### src/dlasc_pkg.sv
// Shared types and constants for the decimal limb add/subtract/compare core.
`default_nettype none
package dlasc_pkg;

  localparam int unsigned LimbW = 27;
  localparam int unsigned SumW  = 30;
  localparam int unsigned CarryW = 3;

  localparam logic signed [SumW-1:0] BaseP1 = 30'sd100000000;
  localparam logic signed [SumW-1:0] BaseP2 = 30'sd200000000;
  localparam logic signed [SumW-1:0] BaseM1 = -30'sd100000000;

  localparam logic [LimbW-1:0] LimbBase = 27'd100000000;

  typedef enum logic [3:0] {
    StIdle = 4'b0001,
    StRead = 4'b0010,
    StAdd  = 4'b0100,
    StNorm = 4'b1000
  } state_e;

endpackage
`default_nettype wire

### src/decimal_limb_add_sub_compare_core.sv
// Top level: sign-magnitude base 10^8 multiword add/subtract with signed compare.
//
//   channel   | signals                                      | handshake
//   ----------+----------------------------------------------+--------------------------
//   request   | operation, sign_a, sign_b, limb_a, limb_b,   | start high, busy low
//             | last_limb                                    |
//   result    | result_limb, result_sign, last_result,       | result_valid_o strobe,
//             | a_less, a_equal, a_greater, overflow         | one cycle, no stall
//
// Each request pair is written to the limb memories while fewer than LIMBS are stored.
// The last pair starts a walk over the n stored pairs: a first memory read (StRead), then
// per limb a sum step (StAdd) and a normalize step with the next read (StNorm), paced by the
// carry loop through the single read port; busy stays high until the walk ends. Results
// appear in the cycle after each normalize step. Reset clears only the state, pair count,
// compare flags and result strobe; the memories need no clearing. Results cannot be stalled.
`default_nettype none
module decimal_limb_add_sub_compare_core #(
  parameter int unsigned LIMBS = 8
) (
  input  wire                          clk_i,
  input  wire                          rst_ni,
  input  wire                          start,
  output logic                         busy,
  input  wire                          operation_i,
  input  wire                          sign_a_i,
  input  wire                          sign_b_i,
  input  wire  [dlasc_pkg::LimbW-1:0]  limb_a_i,
  input  wire  [dlasc_pkg::LimbW-1:0]  limb_b_i,
  input  wire                          last_limb_i,
  output logic                         result_valid_o,
  output logic [dlasc_pkg::LimbW-1:0]  result_limb_o,
  output logic                         result_sign_o,
  output logic                         last_result_o,
  output logic                         a_less_o,
  output logic                         a_equal_o,
  output logic                         a_greater_o,
  output logic                         overflow_o
);
  import dlasc_pkg::*;

  localparam int unsigned CntW = $clog2(LIMBS + 1);
  localparam int unsigned IdxW = (LIMBS > 1) ? $clog2(LIMBS) : 1;

  logic [LimbW-1:0] mem_a [LIMBS];
  logic [LimbW-1:0] mem_b [LIMBS];

  state_e state_q, state_d;
  logic [CntW-1:0] count_q, count_d;
  logic [IdxW-1:0] idx_q, idx_d, last_idx_q, last_idx_d;
  logic gt_q, gt_d, lt_q, lt_d;
  logic swap_q, swap_d, neg_q, neg_d, sub_q, sub_d;
  logic f_lt_q, f_lt_d, f_eq_q, f_eq_d, f_gt_q, f_gt_d;
  logic signed [CarryW-1:0] carry_q, carry_d;
  logic signed [SumW-1:0] sum_q, sum_d;
  logic [LimbW-1:0] rd_a_q, rd_b_q;

  logic accept, stored;
  logic [CntW-1:0] n_m1;
  logic gt_in, lt_in;
  logic rd_en;
  logic [IdxW-1:0] rd_addr;
  logic is_last;
  logic signed [SumW-1:0] x_s, y_s, c_s;
  logic signed [CarryW-1:0] q_s;
  logic signed [SumW-1:0] r_s;
  logic a_big;

  assign accept = start && !busy;
  assign stored = count_q < CntW'(LIMBS);
  assign busy   = (state_q != StIdle);
  assign is_last = (idx_q == last_idx_q);

  // running magnitude compare, newest (higher) limb wins when it differs
  always_comb begin
    gt_in = gt_q;
    lt_in = lt_q;
    if (stored) begin
      if (limb_a_i > limb_b_i) begin
        gt_in = 1'b1;
        lt_in = 1'b0;
      end else if (limb_a_i < limb_b_i) begin
        gt_in = 1'b0;
        lt_in = 1'b1;
      end
    end
  end

  assign n_m1 = stored ? count_q : count_q - CntW'(1);

  always_comb begin
    x_s = swap_q ? $signed({3'b000, rd_b_q}) : $signed({3'b000, rd_a_q});
    y_s = swap_q ? $signed({3'b000, rd_a_q}) : $signed({3'b000, rd_b_q});
    c_s = {{(SumW-CarryW){carry_q[CarryW-1]}}, carry_q};
    sum_d = sub_q ? (x_s - y_s + c_s) : (x_s + y_s + c_s);
  end

  always_comb begin
    if (sum_q < BaseM1) begin
      q_s = -3'sd2;
      r_s = sum_q + BaseP2;
    end else if (sum_q < 30'sd0) begin
      q_s = -3'sd1;
      r_s = sum_q + BaseP1;
    end else if (sum_q < BaseP1) begin
      q_s = 3'sd0;
      r_s = sum_q;
    end else if (sum_q < BaseP2) begin
      q_s = 3'sd1;
      r_s = sum_q - BaseP1;
    end else begin
      q_s = 3'sd2;
      r_s = sum_q - BaseP2;
    end
  end

  always_comb begin
    state_d    = state_q;
    count_d    = count_q;
    idx_d      = idx_q;
    last_idx_d = last_idx_q;
    gt_d       = gt_q;
    lt_d       = lt_q;
    swap_d     = swap_q;
    neg_d      = neg_q;
    sub_d      = sub_q;
    f_lt_d     = f_lt_q;
    f_eq_d     = f_eq_q;
    f_gt_d     = f_gt_q;
    carry_d    = carry_q;
    rd_en      = 1'b0;
    rd_addr    = idx_q;
    a_big      = gt_in ^ sign_a_i;
    case (state_q)
      StIdle: begin
        if (accept) begin
          if (last_limb_i) begin
            last_idx_d = n_m1[IdxW-1:0];
            count_d    = '0;
            gt_d       = 1'b0;
            lt_d       = 1'b0;
            idx_d      = '0;
            carry_d    = '0;
            swap_d     = operation_i && !sign_a_i && lt_in;
            neg_d      = operation_i && (sign_a_i || lt_in);
            sub_d      = operation_i && !sign_a_i;
            if (sign_a_i != sign_b_i) begin
              f_lt_d = sign_a_i;
              f_gt_d = sign_b_i;
              f_eq_d = 1'b0;
            end else if (!gt_in && !lt_in) begin
              f_lt_d = 1'b0;
              f_gt_d = 1'b0;
              f_eq_d = 1'b1;
            end else begin
              f_gt_d = a_big;
              f_lt_d = !a_big;
              f_eq_d = 1'b0;
            end
            state_d = StRead;
          end else begin
            gt_d = gt_in;
            lt_d = lt_in;
            if (stored) begin
              count_d = count_q + CntW'(1);
            end
          end
        end
      end
      StRead: begin
        rd_en   = 1'b1;
        rd_addr = idx_q;
        state_d = StAdd;
      end
      StAdd: begin
        state_d = StNorm;
      end
      StNorm: begin
        carry_d = q_s;
        if (is_last) begin
          state_d = StIdle;
        end else begin
          idx_d   = idx_q + IdxW'(1);
          rd_en   = 1'b1;
          rd_addr = idx_q + IdxW'(1);
          state_d = StAdd;
        end
      end
      default: begin
        state_d = StIdle;
      end
    endcase
  end

  always_ff @(posedge clk_i) begin
    if (accept && stored) begin
      mem_a[count_q[IdxW-1:0]] <= limb_a_i;
      mem_b[count_q[IdxW-1:0]] <= limb_b_i;
    end
    if (rd_en) begin
      rd_a_q <= mem_a[rd_addr];
      rd_b_q <= mem_b[rd_addr];
    end
  end

  always_ff @(posedge clk_i or negedge rst_ni) begin
    if (!rst_ni) begin
      state_q        <= StIdle;
      count_q        <= '0;
      gt_q           <= 1'b0;
      lt_q           <= 1'b0;
      result_valid_o <= 1'b0;
    end else begin
      state_q        <= state_d;
      count_q        <= count_d;
      gt_q           <= gt_d;
      lt_q           <= lt_d;
      result_valid_o <= (state_q == StNorm);
    end
  end

  always_ff @(posedge clk_i) begin
    idx_q      <= idx_d;
    last_idx_q <= last_idx_d;
    swap_q     <= swap_d;
    neg_q      <= neg_d;
    sub_q      <= sub_d;
    f_lt_q     <= f_lt_d;
    f_eq_q     <= f_eq_d;
    f_gt_q     <= f_gt_d;
    carry_q    <= carry_d;
    if (state_q == StAdd) begin
      sum_q <= sum_d;
    end
    if (state_q == StNorm) begin
      result_limb_o <= r_s[LimbW-1:0];
      result_sign_o <= neg_q;
      last_result_o <= is_last;
      a_less_o      <= is_last && f_lt_q;
      a_equal_o     <= is_last && f_eq_q;
      a_greater_o   <= is_last && f_gt_q;
      overflow_o    <= is_last && (q_s != 3'sd0);
    end
  end

endmodule
`default_nettype wire

### config.mk
export PLATFORM = sky130hd
export DESIGN_NAME = decimal_limb_add_sub_compare_core
export DESIGN_NICKNAME = d
export VERILOG_FILES = /design/src/dlasc_pkg.sv /design/src/decimal_limb_add_sub_compare_core.sv
export SDC_FILE = /design/constraint.sdc
export NUM_CORES = 1
export LEC_CHECK = 0
export BUFFER_PORTS_ARGS = -buffer_cell sky130_fd_sc_hd__buf_4
export CORE_MARGIN = 4
export CORE_UTILIZATION = 45
export DETAILED_ROUTE_END_ITERATION = 6
export RECOVER_POWER = 50
export SYNTH_ARGS = -nofsm -noshare
export SYNTH_HDL_FRONTEND = slang
export SYNTH_SLANG_ARGS = --single-unit
### constraint.sdc
create_clock -name clk_i -period 15.6 [get_ports clk_i]
set_clock_uncertainty 0.1 [all_clocks]
set_input_delay 0.78 -clock clk_i [delete_from_list [all_inputs] [get_ports clk_i]]
set_output_delay 0.78 -clock clk_i [all_outputs]
set_load 0.1 [all_outputs]
After elaboration in Yosys (flattened, before gate mapping)
Memories as Yosys holds them, arrays and structs flattened. A register that Yosys moved wholly into a read port is not among the register bits.
Cells that the tools add are included.
{ "word_totals": {"reg_bits": 89, "rom_bits": 0, "n_memories": 2, "latch_bits": 0, "wordCells": 117, "ramBits": 432, "in_bits": 61, "out_inout_bits": 35} }
{ "memory_table": {"columns": ["name", "words", "width", "rd", "rd_clocked_by_memory_dff", "write_ports", "line", "text"], "rows": [
  ["mem_a", 8, 27, 1, 1, 1, "decimal_limb_add_sub_compare_core.sv:44", "logic [LimbW-1:0] mem_a [LIMBS];"],
  ["mem_b", 8, 27, 1, 1, 1, "decimal_limb_add_sub_compare_core.sv:45", "logic [LimbW-1:0] mem_b [LIMBS];"]
]} }
{ "classes": {"n_reduce_logical": 24, "mux": 41, "bitwise_logic": 1, "n_eq_ne": 9, "mul": 0, "shift": 0, "div": 0, "magnitude_cmp": 7, "addsub": 11} }
{ "ops": {"columns": ["operator", "n"], "rows": [
  ["two-way mux 27 bit", 6],
  ["< comparator 30 x 28 -> 1 bit (second input constant)", 2],
  ["adder 27 bit (second input constant)", 2],
  ["subtractor 27 bit (second input constant)", 2],
  ["adder 29 x 3 -> 30 bit", 1],
  ["< comparator 30 x 1 -> 1 bit (second input constant)", 1],
  ["< comparator 30 x 29 -> 1 bit (second input constant)", 1],
  ["two-way mux 30 bit", 1],
  ["adder 28 x 3 -> 29 bit", 1],
  ["adder 27 x 27 -> 28 bit", 1],
  ["subtractor 27 x 27 -> 28 bit", 1],
  ["greater-than comparator 27 bit", 1],
  ["< comparator 27 bit", 1],
  ["two-way mux 3 bit", 8],
  ["two-way mux 1 bit", 16],
  ["two-way mux 4 bit", 4],
  ["case mux 4 bit (4 select lines)", 1],
  ["case mux 3 bit (2 select lines)", 2],
  ["logical AND 1 bit", 10],
  ["AND reduction 3 bit", 3],
  ["zero test 1 bit", 5],
  ["adder 4 x 1 -> 4 bit (second input constant)", 1],
  ["== test 4 x 1 -> 1 bit (second input constant)", 1],
  ["== test 4 x 2 -> 1 bit (second input constant)", 1],
  ["other kinds (16)", 20]
]} }

Longest topological paths before layout
{ "logic_depth": {"ltp_word": 8, "ltp_mapped": 26, "depth_no_buf": 23} }

Worst setup path after synthesis
OpenSTA, ideal clock, no wires.
{ "synth_timing": {"kind": "input port to flip-flop", "from": "input start", "to": "memory mem_a[0][0] (enable)", "required_ns": 14.968, "stages": 4, "path_buffers": 0, "setup_time_ns": 0.532, "arrival_time_ns": 4.902, "setup_slack_ns": 10.066, "path_cell_list": "nand3_1 nor2_1 nand2_1 nor3_1"} }
{ "synth_between": {"elab_chain_len": 4} }
{ "synth_rtl": {"columns": ["element", "line", "text"], "rows": [
  ["start: declaration", "decimal_limb_add_sub_compare_core.sv:22", "input wire start,"],
  ["logical AND 1 bit", "decimal_limb_add_sub_compare_core.sv:68", "assign accept = start && !busy;"],
  ["logical AND 1 bit", "decimal_limb_add_sub_compare_core.sv:195", "if (accept && stored) begin"],
  ["two-way mux 1 bit", "decimal_limb_add_sub_compare_core.sv:195", null],
  ["two-way mux 1 bit (not written as such)", "decimal_limb_add_sub_compare_core.sv:196", "mem_a[count_q[IdxW-1:0]] <= limb_a_i;"],
  ["end: declaration", "decimal_limb_add_sub_compare_core.sv:44", null]
]} }
No other way between the ends.

Worst setup path in the final report
{ "layout_timing": {"from": "register swap_q", "to": "register sum_q[25], data pin"} }
{ "layout_between": {"elab_chain_len": 4, "word_cells_on_any_way": 7, "classes_between": "add/sub (4); mux (3)"} }
{ "layout_rtl": {"columns": ["element", "line", "text"], "rows": [
  ["start: declaration", "decimal_limb_add_sub_compare_core.sv:51", "logic swap_q, swap_d, neg_q, neg_d, sub_q, sub_d;"],
  ["start signal: assignment", "decimal_limb_add_sub_compare_core.sv:224", "swap_q <= swap_d;"],
  ["two-way mux 27 bit, on equally long branches", "decimal_limb_add_sub_compare_core.sv:91, decimal_limb_add_sub_compare_core.sv:92", null],
  ["adder 27 x 27 -> 28 bit / subtractor 27 x 27 -> 28 bit (equally long branches)", "decimal_limb_add_sub_compare_core.sv:94", "sum_d = sub_q ? (x_s - y_s + c_s) : (x_s + y_s + c_s);"],
  ["adder 29 x 3 -> 30 bit / adder 28 x 3 -> 29 bit (equally long branches)", "decimal_limb_add_sub_compare_core.sv:94", null],
  ["two-way mux 30 bit *", "decimal_limb_add_sub_compare_core.sv:94", null],
  ["named net sum_d[25]", "decimal_limb_add_sub_compare_core.sv:54", "logic signed [SumW-1:0] sum_q, sum_d;"],
  ["end signal: assignment", "decimal_limb_add_sub_compare_core.sv:232", "sum_q <= sum_d;"],
  ["end: declaration", "decimal_limb_add_sub_compare_core.sv:54", null]
]} }
Mark *: on every way through the listed nets, which the timed path passes. The rest lies on a longest branch.
A chain may end at the register's enable or synchronous reset.

==> results.yml <==
placement:
  portBuffers: 95
  place_congestion: 0.852
  dp_hpwl_um: 39700
yosys:
  ys_seq_area_share_pct: 58.8
  synth_area_um2: 29300
  synth_flop_cell: "edfxtp_1"
  syn-instance-count: 2056
  syn_avg_cell_area_um2: 14.3
  synth_cell_types: 80
  synth-edff-count: 564
  ys_async_sr_fraction_pct: 1.91
  ys_ff_latch: 575
  yosys_warnings: 0
  syn_nets: 2275
power:
  intPower_uw: 2880
  powerDensity_nw_per_um2: 120
  swShare_pct: 26.2
  leakage_uw: 0.0116
  p_clk_share_pct: 36.4
  pwr-share-seq_pct: 47.3
  p_total_uw: 3910
  combPwrFrac_pct: 16.3
  switching_power_uw: 1020
  ir_drop_mv: 0.0979
global_routing:
  grt_use_total_pct: 17.5
  overflow: 0
  grt_pass1_wl_um: 97100
  grt_max_degree: 97
  grt_pass1_vias: 17215
  grt_antenna_before_repair: 0
sta:
  rsz0062_at_grt: "no"
  finalCritPeriodShare_pct: 39.4
  tns_ns: 0
  fin_crit_ns: 6.15
  hold_viol: 0
  setup_viol: 0
  timing.hold.ws_ns: 0.307
  final_max_slew_viol_count: 48
  tightest_slew_ns: 1.89
  slew_headroom_pct: -26.3
  max_freq_mhz: 163
setup_path:
  criticalPathCategory: "reg -> reg"
  crit_path_top_delay_cell: "a2111oi_0"
  cpMostUsedCell: "a21oi_1"
  max_stage_delay_ns: 0.58
  crit_required_ns: 15.84
  cp-start-kind: "flip-flop"
  crit_fanout: 54
  path_cells: "buf_4 -> mux2_2 -> ha_1 -> o21ai_0 -> a21o_1 -> a21oi_1 -> o21ai_0 -> a21oi_1 -> a21o_1 -> a21oi_1 -> xnor2_1 -> ha_1 -> a2111oi_0 -> o211ai_1 -> a21oi_1 -> o221ai_1 -> o221ai_1 -> a21oi_1 -> a21oi_1 -> xor2_1 -> mux2i_1"
  cp.buffers_inverters: 1
  cp_top_family: "compound AO/OA/AOI/OAI gates"
  worst_ep_arrival_time_ns: 6.39
  endpoint_kind: "flip-flop"
drt:
  vias_per_cell: 5.53
  drtAntennaViolNets: 0
  drtIter0Drc: 1134
  vias: 16935
  drc: 0
  wl_per_cell_um: 20.1
  first_pass_iters: 5
  drt_wl_total_um: 61400
cts:
  cts_buffers: 60
  clk_latency_ns: 0.63
  ctsResizeCount: 0
  cts_tree: "built"
  cts-root-buf: "clkbuf_16"
  ctsHtreeMaxLevel: 2
  cts_buffer_depth: 3
  cts.sinks: 575
  clk_pin_slew_ns: 0.07
cells_and_area:
  final_cell_mix: "edfxtp_1 (564), ha_1 (154), a21oi_1 (128)"
  antennaDiodeCount: 0
  syn_to_final_growth_pct: 11.3
  finalNetCount: 2374
  layout-drive-gt1-share_pct: 15.5
  final_common_cell: "edfxtp_1"
hold_path:
  hold_class: "in -> reg"
floorplanning:
  core_area_um2: 64500
  num_rows: 93
  die_w_um: 263
  initial_core_util_pct: 45.4
  die_area_um2: 69300
  io-pin-count: 96
  die_y_um: 263
status:
  violations: "capacitance limit, slew limit"
  status: "finished with violations"
flow_run:
  cap_violations: 3
## power groups by stage
stage | logic [uW] | registers, uW | clock network (uW)
after floorplan | 463 | 1870 | 0
after global placement | 638 | 1870 | 0
after detailed placement | 647 | 1880 | 0
after CTS | 651 | 1850 | 1460
after global routing | 707 | 1860 | 1530
final | 636 | 1850 | 1420
## state kept, by name, indices dropped and copies added (netlist names), 3 cells and up
name           flops
mem_a            216
idx_q              3
rd_a_q            27
last_idx_q         3
result_limb_o     27
rd_b_q            27
mem_b            216
carry_q            3
state_q            4
count_q            4
sum_q             30
## per-stage QoR
stage | area [um^2] | setup WS, ns | instances | util [%]
finish | 32600 | 9.45 | 3062 | 50.6
detailed placement | 31000 | 9.56 | 2947 | 48.1
global placement | 31000 | 9.68 | 2947 | 48.1
floorplan | 29300 | 10.07 | 2056 | -
CTS | 33000 | 9.53 | 3062 | 51.2
global route | 32600 | 8.90 | 3062 | 50.6
## cell usage after synthesis (17+ instances only)
library cell / n / share of area, %
edfxtp_1: 564 / 58
ha_1: 154 / 6.6
a21oi_1: 128 / 2.2
nor2_1: 121 / 1.6
mux4_2: 108 / 8.3
inv_1: 98 / 1.3
nand2_1: 85 / 1.1
mux2_2: 82 / 3.2
xnor2_1: 73 / 2.2
o21ai_0: 72 / 1.2
xor2_1: 51 / 1.5
a21o_1: 50 / 1.3
clkbuf_1: 48 / 0.61
mux2i_1: 41 / 1.4
nor3_1: 34 / 0.58
nor2b_1: 27 / 0.58
nand3_1: 23 / 0.39
buf_2: 21 / 0.36
a211oi_1: 17 / 0.44
## final cells by class
type	instances	area (um^2)
Fill cell	5544	31800
Timing Repair Buffer	118	556
Sequential cell	575	17200
Tap cell	855	1070
Clock inverter	45	472
Clock buffer	69	1540
Inverter	98	368
Multi-Input combinational cell	1302	11400
## per-layer routing
layer  global-route usage [%]  vias up  share of wire, %
met5                        0        -                 0
met4                     3.92        0               2.0
met3                     2.63       93               4.2
met2                     29.3      336                48
met1                     24.4     8359                46
li1                         -     8147                 -
## path summary, 6_finish.rpt
path                              from          endpoint  slack (ns)  depth (start not counted)
max in group asynchronous       rst_ni        state_q[2]       14.35                          2
min                        last_limb_i              lt_q        0.31                          2
max                             swap_q         sum_q[25]        9.45                         21
max reg2reg                     swap_q         sum_q[25]        9.45                         21
min reg2reg                   sum_q[6]  result_limb_o[6]        0.33                          0
min in group asynchronous       rst_ni    result_valid_o        0.61                          2
## cell families after synthesis
family	count (synthesis)	synth area share (%)
multiplexers	231	12.9
XOR/XNOR	125	3.76
flip-flops	575	58.8
AO/OA/AOI/OAI	400	8.75
AND/OR/NAND/NOR	388	6.54
adder cells (fa/ha/maj)	158	6.85
buffers and inverters	179	2.50
## timing repair
| action | 4_1_cts | 5_1_grt |
|---|---|---|
| endpoints found under the setup margin | 0 | 0 |
| hold buffers | 1 | 0 |
| setup buffers | 0 | 0 |
| endpoints found under the hold margin | 10 | 0 |
Note: power is estimated with default switching activity, not from simulation.
